[config.mk]
export PLATFORM = sky130hd
export DESIGN_NAME = gated_centroid_tracker
export DESIGN_NICKNAME = d
export VERILOG_FILES = /design/src/hdl/gct_pkg.sv /design/src/hdl/gct_ram.sv /design/src/hdl/gct_ctrl.sv /design/src/hdl/gct_dp.sv /design/src/hdl/gated_centroid_tracker.sv
export SDC_FILE = /design/constraint.sdc
export NUM_CORES = 2
export LEC_CHECK = 0
export BUFFER_PORTS_ARGS = -buffer_cell sky130_fd_sc_hd__buf_2
export CAP_MARGIN = 20
export CORE_MARGIN = 2
export CORE_UTILIZATION = 30
export CTS_BUF_LIST = sky130_fd_sc_hd__clkbuf_16
export DETAILED_ROUTE_END_ITERATION = 12
export PLACE_DENSITY = 0.57
export SLEW_MARGIN = 20
export SYNTH_ARGS = -nofsm -noshare
export SYNTH_HDL_FRONTEND = slang
export SYNTH_SLANG_ARGS = --single-unit
[constraint.sdc]
create_clock -name i_clk -period 4.95 [get_ports i_clk]
set_input_delay 0.495 -clock i_clk [delete_from_list [all_inputs] [get_ports i_clk]]
set_output_delay 0.495 -clock i_clk [all_outputs]
set_load 0.02 [all_outputs]
[src/hdl/gct_pkg.sv]
// ============================================================================
// gct_pkg
// Shared constants, types and command/status structs for the centroid tracker.
// ============================================================================
`default_nettype none

package gct_pkg;

    // table geometry
    localparam int TRACKS   = 16;
    localparam int IDX_W    = (TRACKS > 1) ? $clog2(TRACKS) : 1;
    localparam int CNT_W    = $clog2(TRACKS + 1);
    localparam int BANKS    = 2;
    localparam int ADDR_W   = IDX_W + 1;
    localparam int RAM_DEPTH = BANKS * (1 << IDX_W);

    // field widths
    localparam int POS_W    = 16;
    localparam int ID_W     = 16;
    localparam int GATE_W   = 16;
    localparam int COUNT_W  = 5;

    // stream payload widths, packed and padded to whole bytes
    localparam int IN_DATA_W  = ((2 * POS_W + 7) / 8) * 8;
    localparam int OUT_DATA_W = ((ID_W + COUNT_W + 7) / 8) * 8;
    localparam int OUT_USER_W = 2;

    localparam logic [GATE_W-1:0] GATE_RESET = GATE_W'(800);
    localparam logic [ID_W-1:0]   ID_FIRST   = ID_W'(1);

    typedef enum logic {
        OP_DETECT = 1'b0,
        OP_EOF    = 1'b1
    } t_op;

    typedef struct packed {
        logic [ID_W-1:0]  id;
        logic [POS_W-1:0] x;
        logic [POS_W-1:0] y;
    } t_entry;

    localparam int ENTRY_W = $bits(t_entry);

    // controller -> datapath
    typedef struct packed {
        logic             load_item;   // latch position, clear search state
        logic             rd_en;       // issue table read
        logic             rd_cur;      // 1: current bank, 0: building bank
        logic [IDX_W-1:0] rd_idx;
        logic             resolve;     // fix id, allocate if unmatched
        logic             commit_det;  // write entry, load result
        logic             commit_eof;  // swap banks, load result
    } t_cmd;

    // datapath -> controller
    typedef struct packed {
        logic [CNT_W-1:0] cur_count;
        logic [CNT_W-1:0] bld_count;
        logic             out_free;
    } t_sts;

endpackage

`default_nettype wire

[src/hdl/gct_ram.sv]
// ============================================================================
// gct_ram
// Generic simple dual-port RAM, one write port, one registered read port.
// ============================================================================
`default_nettype none

module gct_ram #(
    parameter int  WIDTH = 8,
    parameter int  DEPTH = 16,
    localparam int AW    = (DEPTH > 1) ? $clog2(DEPTH) : 1
) (
    input  wire logic             i_clk,
    input  wire logic             i_wr_en,
    input  wire logic [AW-1:0]    i_wr_addr,
    input  wire logic [WIDTH-1:0] i_wr_data,
    input  wire logic             i_rd_en,
    input  wire logic [AW-1:0]    i_rd_addr,
    output logic      [WIDTH-1:0] o_rd_data
);

    logic [WIDTH-1:0] r_mem [DEPTH];

    always_ff @(posedge i_clk) begin
        if (i_wr_en) begin
            r_mem[i_wr_addr] <= i_wr_data;
        end
        if (i_rd_en) begin
            o_rd_data <= r_mem[i_rd_addr];
        end
    end

endmodule

`default_nettype wire

[src/hdl/gct_ctrl.sv]
// ============================================================================
// gct_ctrl
// Sequencer: scans current table, resolves id, scans building table, commits; end of frame skips the scans.
// ============================================================================
`default_nettype none

module gct_ctrl (
    input  wire logic          i_clk,
    input  wire logic          i_rst_n,
    input  wire logic          i_in_valid,
    input  wire gct_pkg::t_op  i_in_op,
    output logic               o_in_ready,
    output gct_pkg::t_cmd      o_cmd,
    input  wire gct_pkg::t_sts i_sts
);
    import gct_pkg::*;

    typedef enum logic [2:0] {
        S_IDLE,
        S_SCAN_CUR,
        S_RESOLVE,
        S_SCAN_BLD,
        S_COMMIT,
        S_EOF
    } t_state;

    t_state           r_state;
    logic [CNT_W-1:0] r_idx;

    always_ff @(posedge i_clk) begin
        if (!i_rst_n) begin
            r_state <= S_IDLE;
            r_idx   <= '0;
        end else begin
            unique case (r_state)
                S_IDLE: begin
                    if (i_in_valid) begin
                        r_idx   <= '0;
                        r_state <= (i_in_op == OP_EOF) ? S_EOF : S_SCAN_CUR;
                    end
                end
                S_SCAN_CUR: begin
                    if (r_idx < i_sts.cur_count) begin
                        r_idx <= r_idx + CNT_W'(1);
                    end else begin
                        r_state <= S_RESOLVE;
                    end
                end
                S_RESOLVE: begin
                    r_idx   <= '0;
                    r_state <= S_SCAN_BLD;
                end
                S_SCAN_BLD: begin
                    if (r_idx < i_sts.bld_count) begin
                        r_idx <= r_idx + CNT_W'(1);
                    end else begin
                        r_state <= S_COMMIT;
                    end
                end
                S_COMMIT, S_EOF: begin
                    if (i_sts.out_free) begin
                        r_state <= S_IDLE;
                    end
                end
                default: r_state <= S_IDLE;
            endcase
        end
    end

    assign o_in_ready = (r_state == S_IDLE);

    always_comb begin
        o_cmd            = '0;
        o_cmd.load_item  = (r_state == S_IDLE) && i_in_valid;
        o_cmd.rd_en      = ((r_state == S_SCAN_CUR) && (r_idx < i_sts.cur_count)) ||
                           ((r_state == S_SCAN_BLD) && (r_idx < i_sts.bld_count));
        o_cmd.rd_cur     = (r_state == S_SCAN_CUR);
        o_cmd.rd_idx     = r_idx[IDX_W-1:0];
        o_cmd.resolve    = (r_state == S_RESOLVE);
        o_cmd.commit_det = (r_state == S_COMMIT) && i_sts.out_free;
        o_cmd.commit_eof = (r_state == S_EOF) && i_sts.out_free;
    end

`ifndef SYNTHESIS
    a_det_starts_scan: assert property (@(posedge i_clk) disable iff (!i_rst_n)
        (o_cmd.load_item && i_in_op == OP_DETECT) |=> (r_state == S_SCAN_CUR && r_idx == '0))
        else $error("detection did not start current-table scan");
    a_resolve_after_scan: assert property (@(posedge i_clk) disable iff (!i_rst_n)
        (r_state == S_RESOLVE) |-> ($past(r_state) == S_SCAN_CUR))
        else $error("resolve entered without current-table scan");
`endif

endmodule

`default_nettype wire

[src/hdl/gct_dp.sv]
// ============================================================================
// gct_dp
// Datapath: ping-pong track tables, gate compare, id allocation, result reg.
// ============================================================================
`default_nettype none

module gct_dp (
    input  wire logic                           i_clk,
    input  wire logic                           i_rst_n,
    input  wire gct_pkg::t_cmd                  i_cmd,
    output gct_pkg::t_sts                       o_sts,
    input  wire logic [gct_pkg::POS_W-1:0]      i_pos_x,
    input  wire logic [gct_pkg::POS_W-1:0]      i_pos_y,
    input  wire logic                           i_cfg_valid,
    input  wire logic [gct_pkg::GATE_W-1:0]     i_cfg_data,
    input  wire logic                           i_out_ready,
    output logic                                o_out_valid,
    output logic      [gct_pkg::ID_W-1:0]       o_track_id,
    output logic                                o_is_new,
    output logic                                o_overflow,
    output logic      [gct_pkg::COUNT_W-1:0]    o_track_count
);
    import gct_pkg::*;

    logic [GATE_W-1:0] r_gate;
    logic [POS_W-1:0]  r_px, r_py;
    logic              r_bank;       // bank holding the current table
    logic [CNT_W-1:0]  r_cur_count, r_bld_count;
    logic [ID_W-1:0]   r_id_ctr;
    logic              r_found, r_fresh, r_hit;
    logic [ID_W-1:0]   r_id;
    logic [IDX_W-1:0]  r_slot;
    logic              r_rd_cur_d, r_rd_bld_d;
    logic [IDX_W-1:0]  r_rd_idx_d;
    logic              r_out_vld, r_out_new, r_out_ovf;
    logic [ID_W-1:0]   r_out_id;
    logic [COUNT_W-1:0] r_out_cnt;

    t_entry            rd_entry, wr_entry;
    logic [ADDR_W-1:0] rd_addr, wr_addr;
    logic              wr_en;
    logic [IDX_W-1:0]  wr_idx;
    logic [POS_W-1:0]  dx, dy;
    logic              in_gate, full;
    logic [ID_W-1:0]   n_id_ctr;
    logic [CNT_W-1:0]  n_bld_count;

    // gate test on the entry just read
    assign dx      = (r_px >= rd_entry.x) ? (r_px - rd_entry.x) : (rd_entry.x - r_px);
    assign dy      = (r_py >= rd_entry.y) ? (r_py - rd_entry.y) : (rd_entry.y - r_py);
    assign in_gate = (dx < r_gate) && (dy < r_gate);

    assign n_id_ctr = (r_id_ctr == {ID_W{1'b1}}) ? ID_FIRST : (r_id_ctr + ID_W'(1));

    // building table fills in order, so the first free slot is the count
    assign full        = (r_bld_count == CNT_W'(TRACKS));
    assign wr_idx      = r_hit ? r_slot : r_bld_count[IDX_W-1:0];
    assign wr_en       = i_cmd.commit_det && (r_hit || !full);
    assign n_bld_count = r_bld_count + CNT_W'(!r_hit && !full);

    assign rd_addr  = {(i_cmd.rd_cur ? r_bank : ~r_bank), i_cmd.rd_idx};
    assign wr_addr  = {~r_bank, wr_idx};
    assign wr_entry = '{id: r_id, x: r_px, y: r_py};

    gct_ram #(
        .WIDTH (ENTRY_W),
        .DEPTH (RAM_DEPTH)
    ) u_tbl (
        .i_clk     (i_clk),
        .i_wr_en   (wr_en),
        .i_wr_addr (wr_addr),
        .i_wr_data (wr_entry),
        .i_rd_en   (i_cmd.rd_en),
        .i_rd_addr (rd_addr),
        .o_rd_data (rd_entry)
    );

    always_ff @(posedge i_clk) begin
        if (!i_rst_n) begin
            r_gate      <= GATE_RESET;
            r_bank      <= 1'b0;
            r_cur_count <= '0;
            r_bld_count <= '0;
            r_id_ctr    <= ID_FIRST;
            r_found     <= 1'b0;
            r_fresh     <= 1'b0;
            r_hit       <= 1'b0;
            r_rd_cur_d  <= 1'b0;
            r_rd_bld_d  <= 1'b0;
            r_out_vld   <= 1'b0;
        end else begin
            if (i_cfg_valid) begin
                r_gate <= i_cfg_data;
            end
            r_rd_cur_d <= i_cmd.rd_en && i_cmd.rd_cur;
            r_rd_bld_d <= i_cmd.rd_en && !i_cmd.rd_cur;

            if (i_cmd.load_item) begin
                r_found <= 1'b0;
                r_fresh <= 1'b0;
                r_hit   <= 1'b0;
            end
            // lowest matching id wins
            if (r_rd_cur_d && in_gate && (!r_found || rd_entry.id < r_id)) begin
                r_found <= 1'b1;
            end
            if (i_cmd.resolve && !r_found) begin
                r_fresh  <= 1'b1;
                r_id_ctr <= n_id_ctr;
            end
            if (r_rd_bld_d && !r_hit && rd_entry.id == r_id) begin
                r_hit <= 1'b1;
            end

            if (i_cmd.commit_det) begin
                r_bld_count <= n_bld_count;
            end else if (i_cmd.commit_eof) begin
                r_bank      <= ~r_bank;
                r_cur_count <= r_bld_count;
                r_bld_count <= '0;
            end

            if (i_cmd.commit_det || i_cmd.commit_eof) begin
                r_out_vld <= 1'b1;
            end else if (i_out_ready) begin
                r_out_vld <= 1'b0;
            end
        end
    end

    // payload registers
    always_ff @(posedge i_clk) begin
        if (i_cmd.load_item) begin
            r_px <= i_pos_x;
            r_py <= i_pos_y;
        end
        if (r_rd_cur_d && in_gate && (!r_found || rd_entry.id < r_id)) begin
            r_id <= rd_entry.id;
        end else if (i_cmd.resolve && !r_found) begin
            r_id <= r_id_ctr;
        end
        if (r_rd_bld_d && !r_hit && rd_entry.id == r_id) begin
            r_slot <= r_rd_idx_d;
        end
        r_rd_idx_d <= i_cmd.rd_idx;

        if (i_cmd.commit_det) begin
            r_out_id  <= r_id;
            r_out_new <= r_fresh;
            r_out_ovf <= !r_hit && full;
            r_out_cnt <= COUNT_W'(n_bld_count);
        end else if (i_cmd.commit_eof) begin
            r_out_id  <= '0;
            r_out_new <= 1'b0;
            r_out_ovf <= 1'b0;
            r_out_cnt <= COUNT_W'(r_bld_count);
        end
    end

    assign o_sts.cur_count = r_cur_count;
    assign o_sts.bld_count = r_bld_count;
    assign o_sts.out_free  = !r_out_vld || i_out_ready;

    assign o_out_valid   = r_out_vld;
    assign o_track_id    = r_out_id;
    assign o_is_new      = r_out_new;
    assign o_overflow    = r_out_ovf;
    assign o_track_count = r_out_cnt;

`ifndef SYNTHESIS
    a_count_bound: assert property (@(posedge i_clk) disable iff (!i_rst_n)
        (r_cur_count <= CNT_W'(TRACKS)) && (r_bld_count <= CNT_W'(TRACKS)))
        else $error("track count beyond table size");
    a_ctr_nonzero: assert property (@(posedge i_clk) disable iff (!i_rst_n)
        r_id_ctr != '0)
        else $error("id counter reached zero");
    a_ovf_full: assert property (@(posedge i_clk) disable iff (!i_rst_n)
        (r_out_vld && r_out_ovf) |-> (r_out_cnt == COUNT_W'(TRACKS)))
        else $error("overflow reported with room in building table");
`endif

endmodule

`default_nettype wire

[src/hdl/gated_centroid_tracker.sv]
// ============================================================================
// gated_centroid_tracker
// Frame-by-frame association of object centroids to track ids.
// ============================================================================
// Usage:
//   s_axis_*  one transfer per item. tuser = operation (0 detection, 1 end of
//             frame); tdata = pos_x[15:0], pos_y[31:16] (12.4 pixels).
//   m_axis_*  one transfer per item. tdata = track_id[15:0],
//             track_count[20:16]; tuser = is_new[0], table_overflow[1].
//   i_cfg_*   writes gate_distance; always ready, take it while idle.
// Timing:
//   A detection scans the current table (C entries), then the building table
//   (B entries), one entry per cycle through the single table RAM read port.
//   The result register loads at commit, and the next input is taken only once
//   the controller is back in idle, so detections are processed one at a time.
//   End of frame swaps the two RAM banks; its result carries the frame's track count.
// Backpressure: the result sits in an output register; the block still takes
//   and scans the next item, and holds it at commit until the register frees.
// Reset: gate 800, both tables empty, next fresh id 1. RAM is not cleared;
//   fill counts keep unwritten entries from being read.
// ============================================================================
`default_nettype none

module gated_centroid_tracker (
    input  wire logic                               i_clk,
    input  wire logic                               i_rst_n,
    // input stream
    input  wire logic                               s_axis_tvalid,
    output logic                                    s_axis_tready,
    input  wire logic [gct_pkg::IN_DATA_W-1:0]      s_axis_tdata,  // pos_x, pos_y
    input  wire logic                               s_axis_tuser,  // operation
    // result stream
    output logic                                    m_axis_tvalid,
    input  wire logic                               m_axis_tready,
    output logic      [gct_pkg::OUT_DATA_W-1:0]     m_axis_tdata,  // track_id, track_count
    output logic      [gct_pkg::OUT_USER_W-1:0]     m_axis_tuser,  // is_new, table_overflow
    // gate register write
    input  wire logic                               i_cfg_valid,
    output logic                                    o_cfg_ready,
    input  wire logic [gct_pkg::GATE_W-1:0]         i_cfg_data
);
    import gct_pkg::*;

    t_cmd               cmd;
    t_sts               sts;
    t_op                in_op;
    logic [ID_W-1:0]    track_id;
    logic [COUNT_W-1:0] track_count;
    logic               is_new, overflow;

    assign in_op = t_op'(s_axis_tuser);

    // config register has no side effects to wait on
    assign o_cfg_ready = 1'b1;

    gct_ctrl u_ctrl (
        .i_clk      (i_clk),
        .i_rst_n    (i_rst_n),
        .i_in_valid (s_axis_tvalid),
        .i_in_op    (in_op),
        .o_in_ready (s_axis_tready),
        .o_cmd      (cmd),
        .i_sts      (sts)
    );

    gct_dp u_dp (
        .i_clk         (i_clk),
        .i_rst_n       (i_rst_n),
        .i_cmd         (cmd),
        .o_sts         (sts),
        .i_pos_x       (s_axis_tdata[POS_W-1:0]),
        .i_pos_y       (s_axis_tdata[2*POS_W-1:POS_W]),
        .i_cfg_valid   (i_cfg_valid),
        .i_cfg_data    (i_cfg_data),
        .i_out_ready   (m_axis_tready),
        .o_out_valid   (m_axis_tvalid),
        .o_track_id    (track_id),
        .o_is_new      (is_new),
        .o_overflow    (overflow),
        .o_track_count (track_count)
    );

    assign m_axis_tdata = OUT_DATA_W'({track_count, track_id});
    assign m_axis_tuser = {overflow, is_new};

endmodule

`default_nettype wire
* After elaboration in Yosys (flattened, before gate mapping)
Memories as Yosys holds them, arrays and structs flattened. A register that Yosys moved wholly into a read port is not among the register bits. Index checks and enable logic that the tools add are counted.
Word-level totals: bits in registers 136, memories 1, bits in writable memories 1536, output and inout bits 29, input port bits 54, logic and storage cells 125
Memory list:
- u_dp.u_tbl.r_mem | words 32, width 48, read ports 1, clocked after Yosys merged registers in 1, write ports 1, RTL line gct_ram.sv:21 | logic [WIDTH-1:0] r_mem [DEPTH];
Operators by class: equality and inequality tests 14, $lt $le $gt $ge 7, add/sub/neg operators 7, reductions and logical operators 38, bitwise operators 2, mux-type cells 34
Operators with widths (count):
- $mux 16 | 7
- $sub 16x16->16 | 4
- $lt 16x16->1 | 3
- $mux 5 | 7
- $ge 16x16->1 | 2
- $pmux 5 s4 | 1
- $add 16x1->16 const B | 1
- $eq 16x16->1 | 1
- $eq 16x16->1 const B | 1
- $logic_and 1x1->1 | 16
- $mux 3 | 5
- $pmux 3 s5 | 1
- $mux 1 | 12
- $reduce_bool 2->1 | 6
- $lt 5x5->1 | 2
- $ne 2x2->1 const B | 4
- $reduce_and 4->1 | 2
- $eq 3x2->1 const B | 2
- $eq 3x3->1 const B | 2
- $add 5x1->5 | 1
- $add 5x1->5 const B | 1
- $eq 5x5->1 const B | 1
- $logic_not 1->1 | 5
- $logic_or 1x1->1 | 5
- 8 further kinds | 10

* Longest topological paths before layout
depth in word-level cells 7, depth in mapped cells 22, depth with buffers taken out 19

* Hierarchy
From an unflattened synthesis, not the netlist that was laid out.
Second synthesis, totals: cells, all modules 4422, area, all modules 71001.8 um2
By module, submodules not included:
- gct_ram | area each 61205.0 um2, sequential area each 47565.6 um2, times used 1, cells each 3364
- gct_dp | area each 8948.6 um2, sequential area each 3313.2 um2, times used 1, cells each 950
- gct_ctrl | area each 795.8 um2, sequential area each 160.2 um2, times used 1, cells each 100
- gated_centroid_tracker | area each 52.6 um2, sequential area each 0.0 um2, times used 1, cells each 8

* Worst setup path before layout
Ideal clock, no wire load.
kind register to register, from register u_dp.r_py[10], to register u_dp.r_id[0], enable pin, clock period less this slack 5174 ps, required time 4578 ps, setup slack -224 ps, arrival time 4803 ps, path buffers 4, cell stages (with the launch flop) 21, setup time 372 ps, cells stage by stage edfxtp_1 ha_1 clkbuf_1 nand4_1 nor2_1 o21ai_0 a21oi_2 or2_2 buf_2 mux2i_1 xnor2_1 ha_1 a21o_1 nand3_2 a21oi_2 a2111oi_4 o22ai_1 or4_1 buf_6 buf_12 nand2_1
On the way: word-level cells in the longest chain between the ends 7, elaborated cells on any way between the ends 9, those cells by class 2 x add/sub; 2 x order compare; 1 x mux; 4 x reduce/logical
RTL lines:
- start, declared | RTL line gct_dp.sv:26 | logic [POS_W-1:0] r_px, r_py;
- start signal, assigned | RTL line gct_dp.sv:135 | r_py <= i_pos_y;
- $sub 16x16->16 or $ge 16x16->1 (tied branches) | RTL line gct_dp.sv:50 | assign dy = (r_py >= rd_entry.y) ? (r_py - rd_entry.y) : (rd_entry.y - r_py);
- $mux 16 * | RTL line gct_dp.sv:50
- $lt 16x16->1 * | RTL line gct_dp.sv:51 | assign in_gate = (dx < r_gate) && (dy < r_gate);
- $logic_and 1x1->1 * | RTL line gct_dp.sv:51
- $logic_and 1x1->1 * (2 in a row) | RTL line gct_dp.sv:137 | if (r_rd_cur_d && in_gate && (!r_found || rd_entry.id < r_id)) begin
- $reduce_bool 2->1 (no source line) *
- end signal, assigned | RTL line gct_dp.sv:138 | r_id <= rd_entry.id;
- end signal, assigned | RTL line gct_dp.sv:140 | r_id <= r_id_ctr;
- end, declared | RTL line gct_dp.sv:31 | logic [ID_W-1:0] r_id;
Every way passes the cells marked *; elsewhere a longest branch is shown, timed or not. A chain may end at the register's enable or synchronous reset.

* Final worst setup path
from register u_dp.r_px[0], to register u_dp.r_id[0], data pin
On the way: word-level cells in the longest chain between the ends 7, elaborated cells on any way between the ends 9, those cells by class 2 x add/sub; 2 x order compare; 2 x mux; 3 x reduce/logical
RTL lines:
- start, declared | RTL line gct_dp.sv:26
- start signal, assigned | RTL line gct_dp.sv:134 | r_px <= i_pos_x;
- $sub 16x16->16 or $ge 16x16->1 (tied branches) | RTL line gct_dp.sv:49 | assign dx = (r_px >= rd_entry.x) ? (r_px - rd_entry.x) : (rd_entry.x - r_px);
- $mux 16 * | RTL line gct_dp.sv:49
- $lt 16x16->1 * | RTL line gct_dp.sv:51
- $logic_and 1x1->1 * | RTL line gct_dp.sv:51
- $logic_and 1x1->1 * (2 in a row) | RTL line gct_dp.sv:137
- $mux 16 * | RTL line gct_dp.sv:137
Marks and branches as above.

==> results.yml <==
cts:
  ctsHtreeMaxLevel: 4
  cts_max_path_buffers: 3
  cts_tree: "done"
  clock_sinks: 1720
  clk_pin_slew_ps: 70
  root_buffer: "clkbuf_16"
  clk-insertion-delay-late_ps: 850
  cts_buffers: 179
power:
  p_leak_uw: 0.0256
  worst_ir_drop_vdd_v: 0.000281
  p_per_area_mw_per_mm2: 411
  finalPower_uw: 33300
floorplan:
  ioPinCount: 83
  dieArea_mm2: 0.234
  die_h_um: 484
  num_rows: 176
  start_util_pct: 30.1
  die_w_um: 484
  fp.coreArea_mm2: 0.229
critical_path:
  critPathRequiredTime_ps: 5510
  r2r-end: "u_dp.r_id[0]"
  start_kind: "flop"
  reg2reg_depth: 18
  cp_max_fo: 18
  endpoint_kind: "flop"
  path_cells: "inv_1, ha_1, inv_1, fa_1, nand3_1, a31oi_1, o21ai_1, o211ai_1, buf_4, buf_6, o41ai_1, xnor2_1, ha_1, nand4_1, nor4_1, or4_4, buf_12, mux2_2"
  max_stage_delay_ps: 570
  crit_type: "flop to flop"
  r2r_start: "u_dp.r_px[0]"
  worst_path_max_delay_cell: "nor4_1"
  critPathLaunch: "u_dp.r_px[0]"
  critPathCapture: "u_dp.r_id[0]"
  reg2reg_slack_ps: 80
  crit_arrival_ps: 5430
min_path:
  hold_class: "primary input to flop"
timing:
  hold_viol_final: 0
  period_share_pct: 98.4
  final.setup.tns_ps: 0
  setup_viol: 0
  max_freq_mhz: 205
  slew_headroom_pct: 27.8
  fin_crit_ps: 4870
  holdWs_ps: 49.0
  skew_ps: 80.7
  slew_viol_final: 0
  worst_slew_pin_slew_ps: 1080
placed_design:
  dpl.hpwl_um: 100000
  place_congestion: 0.853
  io_buffers: 78
final_layout:
  drive_gt1_share_pct: 29.6
  area_delta_synth_final_pct: 17.3
  finalNetCount: 3820
synthesis:
  synth_edf_count: 1659
  yosysWarnings: 0
  synthDistinctLibCells: 65
  synth_top_area_share_pct: 72.1
  synth_cells: 3302
  avgSynthCellArea_um2: 20.9
  synth_area_leader_cell: "edfxtp_1"
  synth_area_mm2: 0.0691
  yosysSeqAreaShare_pct: 73.9
  synthFlopType: "edfxtp_1"
  ys_seq_elements: 1720
  synthTopCellsByArea: "edfxtp_1 72%, mux4_2 16%, ha_1 2.2%"
  ys_async_sr_fraction_pct: 0
drt:
  drt-total-wl_um: 178000
  num_vias: 34021
  wire_per_inst_um: 26.1
  via_per_inst: 4.99
  final_antenna_net_count: 0
  drc: 0
  firstDrtPassIters: 6
  first_iter_violations: 3620
global_routing:
  antenna_found_initial: 13
  grt_pass1_wl_um: 254000
  first_global_vias: 34591
  track_usage_pct: 15.0
  grt_start_max_net_pins: 105
  grt-ovfl-total: 0
outcome:
  outcome: "completed"
job:
  max-cap-violations: 0
==> synthesized netlist by cell type, drive strengths merged, types with 20 or more instances <==
cell type / instances
mux2: 67
mux2i: 33
xor2: 20
o21ai: 44
inv: 119
edfxtp: 1659
nand4: 27
a21o: 26
nand3: 26
nand2: 65
buf: 57
nor2: 130
dfxtp: 61
xnor2: 28
ha: 120
mux4: 480
clkbuf: 104
a21oi: 79
==> placed cells by master, fill, tap and decap left out, types with 10 or more instances in the layout <==
cell type / count
a21o_1: 26
a21oi_1: 76
a31oi_1: 12
buf_12: 37
buf_2: 79
buf_4: 150
bufinv_16: 10
clkbuf_16: 180
clkinv_1: 38
clkinv_2: 36
dfxtp_1: 57
dlygate4sd3_1: 45
edfxtp_1: 1659
ha_1: 119
inv_1: 164
mux2_2: 59
mux2i_1: 33
mux4_2: 480
nand2_1: 64
nand2b_1: 14
nand3_1: 25
nand4_1: 27
nor2_1: 97
nor2_4: 33
o211ai_1: 13
o21ai_0: 39
xnor2_1: 27
xor2_1: 20
==> cell type report <==
cell class              instances  area, µm²
diodes                          4       10.0
clock inverters               151       1210
multi-input cells            1303      17200
repair buffers                318       2830
well taps                    3026       3790
fillers                     21262     148000
inverters                     120        450
flip-flops and latches       1720      51100
clock buffers                 179       4480
==> power breakdown <==
| group | switching (µW) | internal [µW] |
|---|---|---|
| logic | 2160 | 1650 |
| clock network | 5720 | 7160 |
| registers | 157 | 16500 |
| total | 8040 | 25300 |
==> routing by layer <==
| metal | wire, µm | track usage (%) |
|---|---|---|
| met4 | 4320 | 4.28 |
| met5 | 43 | 0 |
| met2 | 85300 | 24.0 |
| met3 | 11600 | 3.11 |
| met1 | 76600 | 20.6 |
==> repair_timing <==
action                                  4_1_cts  5_1_grt
endpoints found under the setup margin        0       32
resized for setup                             0       12
buffers inserted                              0        7
hold buffers                                 45        0
hold endpoints to repair                     44        0
==> worst max-delay path: cells and delay by family, from the launching register on <==
| kind | cells | cell delay, ps |
|---|---|---|
| flops | 1 | 440 |
| buf+inv | 5 | 640 |
| fa+ha+maj | 3 | 890 |
| simple gates | 4 | 1140 |
| mux | 1 | 350 |
| xor+xnor | 1 | 200 |
| compound gates | 4 | 900 |
==> sequential cells by signal, indices dropped and copies added (netlist names), 3 cells and up <==
register,cells
u_dp.u_tbl.r_mem,1536
u_dp.u_tbl.o_rd_data,48
u_dp.o_track_id,16
u_dp.r_gate,16
u_dp.r_id,16
u_dp.r_id_ctr,16
u_dp.r_px,16
u_dp.r_py,16
u_ctrl.r_idx,5
u_dp.o_track_count,5
u_dp.r_bld_count,5
u_dp.r_cur_count,5
u_dp.r_rd_idx_d,4
u_dp.r_slot,4
u_ctrl.r_state,3
==> worst min-delay path by stage <==
stage | startpoint | cells past startpoint | slack (ps) | to
global route | i_cfg_data[13] | 3 | 30 | u_dp.r_gate[13]
detailed placement | u_dp.r_rd_idx_d[1] | 0 | 390 | u_dp.r_slot[1]
floorplan | u_ctrl.r_idx[0] | 0 | 360 | u_dp.r_rd_idx_d[0]
finish | i_cfg_data[11] | 3 | 50 | u_dp.r_gate[11]
global placement | u_dp.r_rd_idx_d[2] | 0 | 390 | u_dp.r_slot[2]
CTS | i_cfg_data[11] | 3 | 2 | u_dp.r_gate[11]
==> cell families (layout without fill, tap and decap cells) <==
| group | Yosys count | count (layout) | share of synthesized area, % |
|---|---|---|---|
| DFF | 1720 | 1720 | 73.9 |
| muxes | 580 | 580 | 17.3 |
| and+or+nand+nor | 317 | 317 | 2.16 |
| buffers and inverters | 281 | 768 | 1.67 |
| AOI/OAI and AO/OA | 230 | 230 | 2.13 |
| adders and majority gates | 124 | 124 | 2.29 |
| xor gates and xnor gates | 48 | 48 | 0.608 |
| other | 2 | 8 | 0.0109 |
==> through the flow <==
stage,instance area [µm²],util [%],instances,setup slack (ps)
after floorplan,69100,-,3304,24.1
after global placement,74700,32.6,6432,203
after detailed placement,74700,32.6,6433,146
after CTS,80900,35.2,6808,60.3
after global routing,81000,35.3,6819,-18.4
final,81000,35.3,6821,80.1
Note: power is estimated with default switching activity, not from simulation.
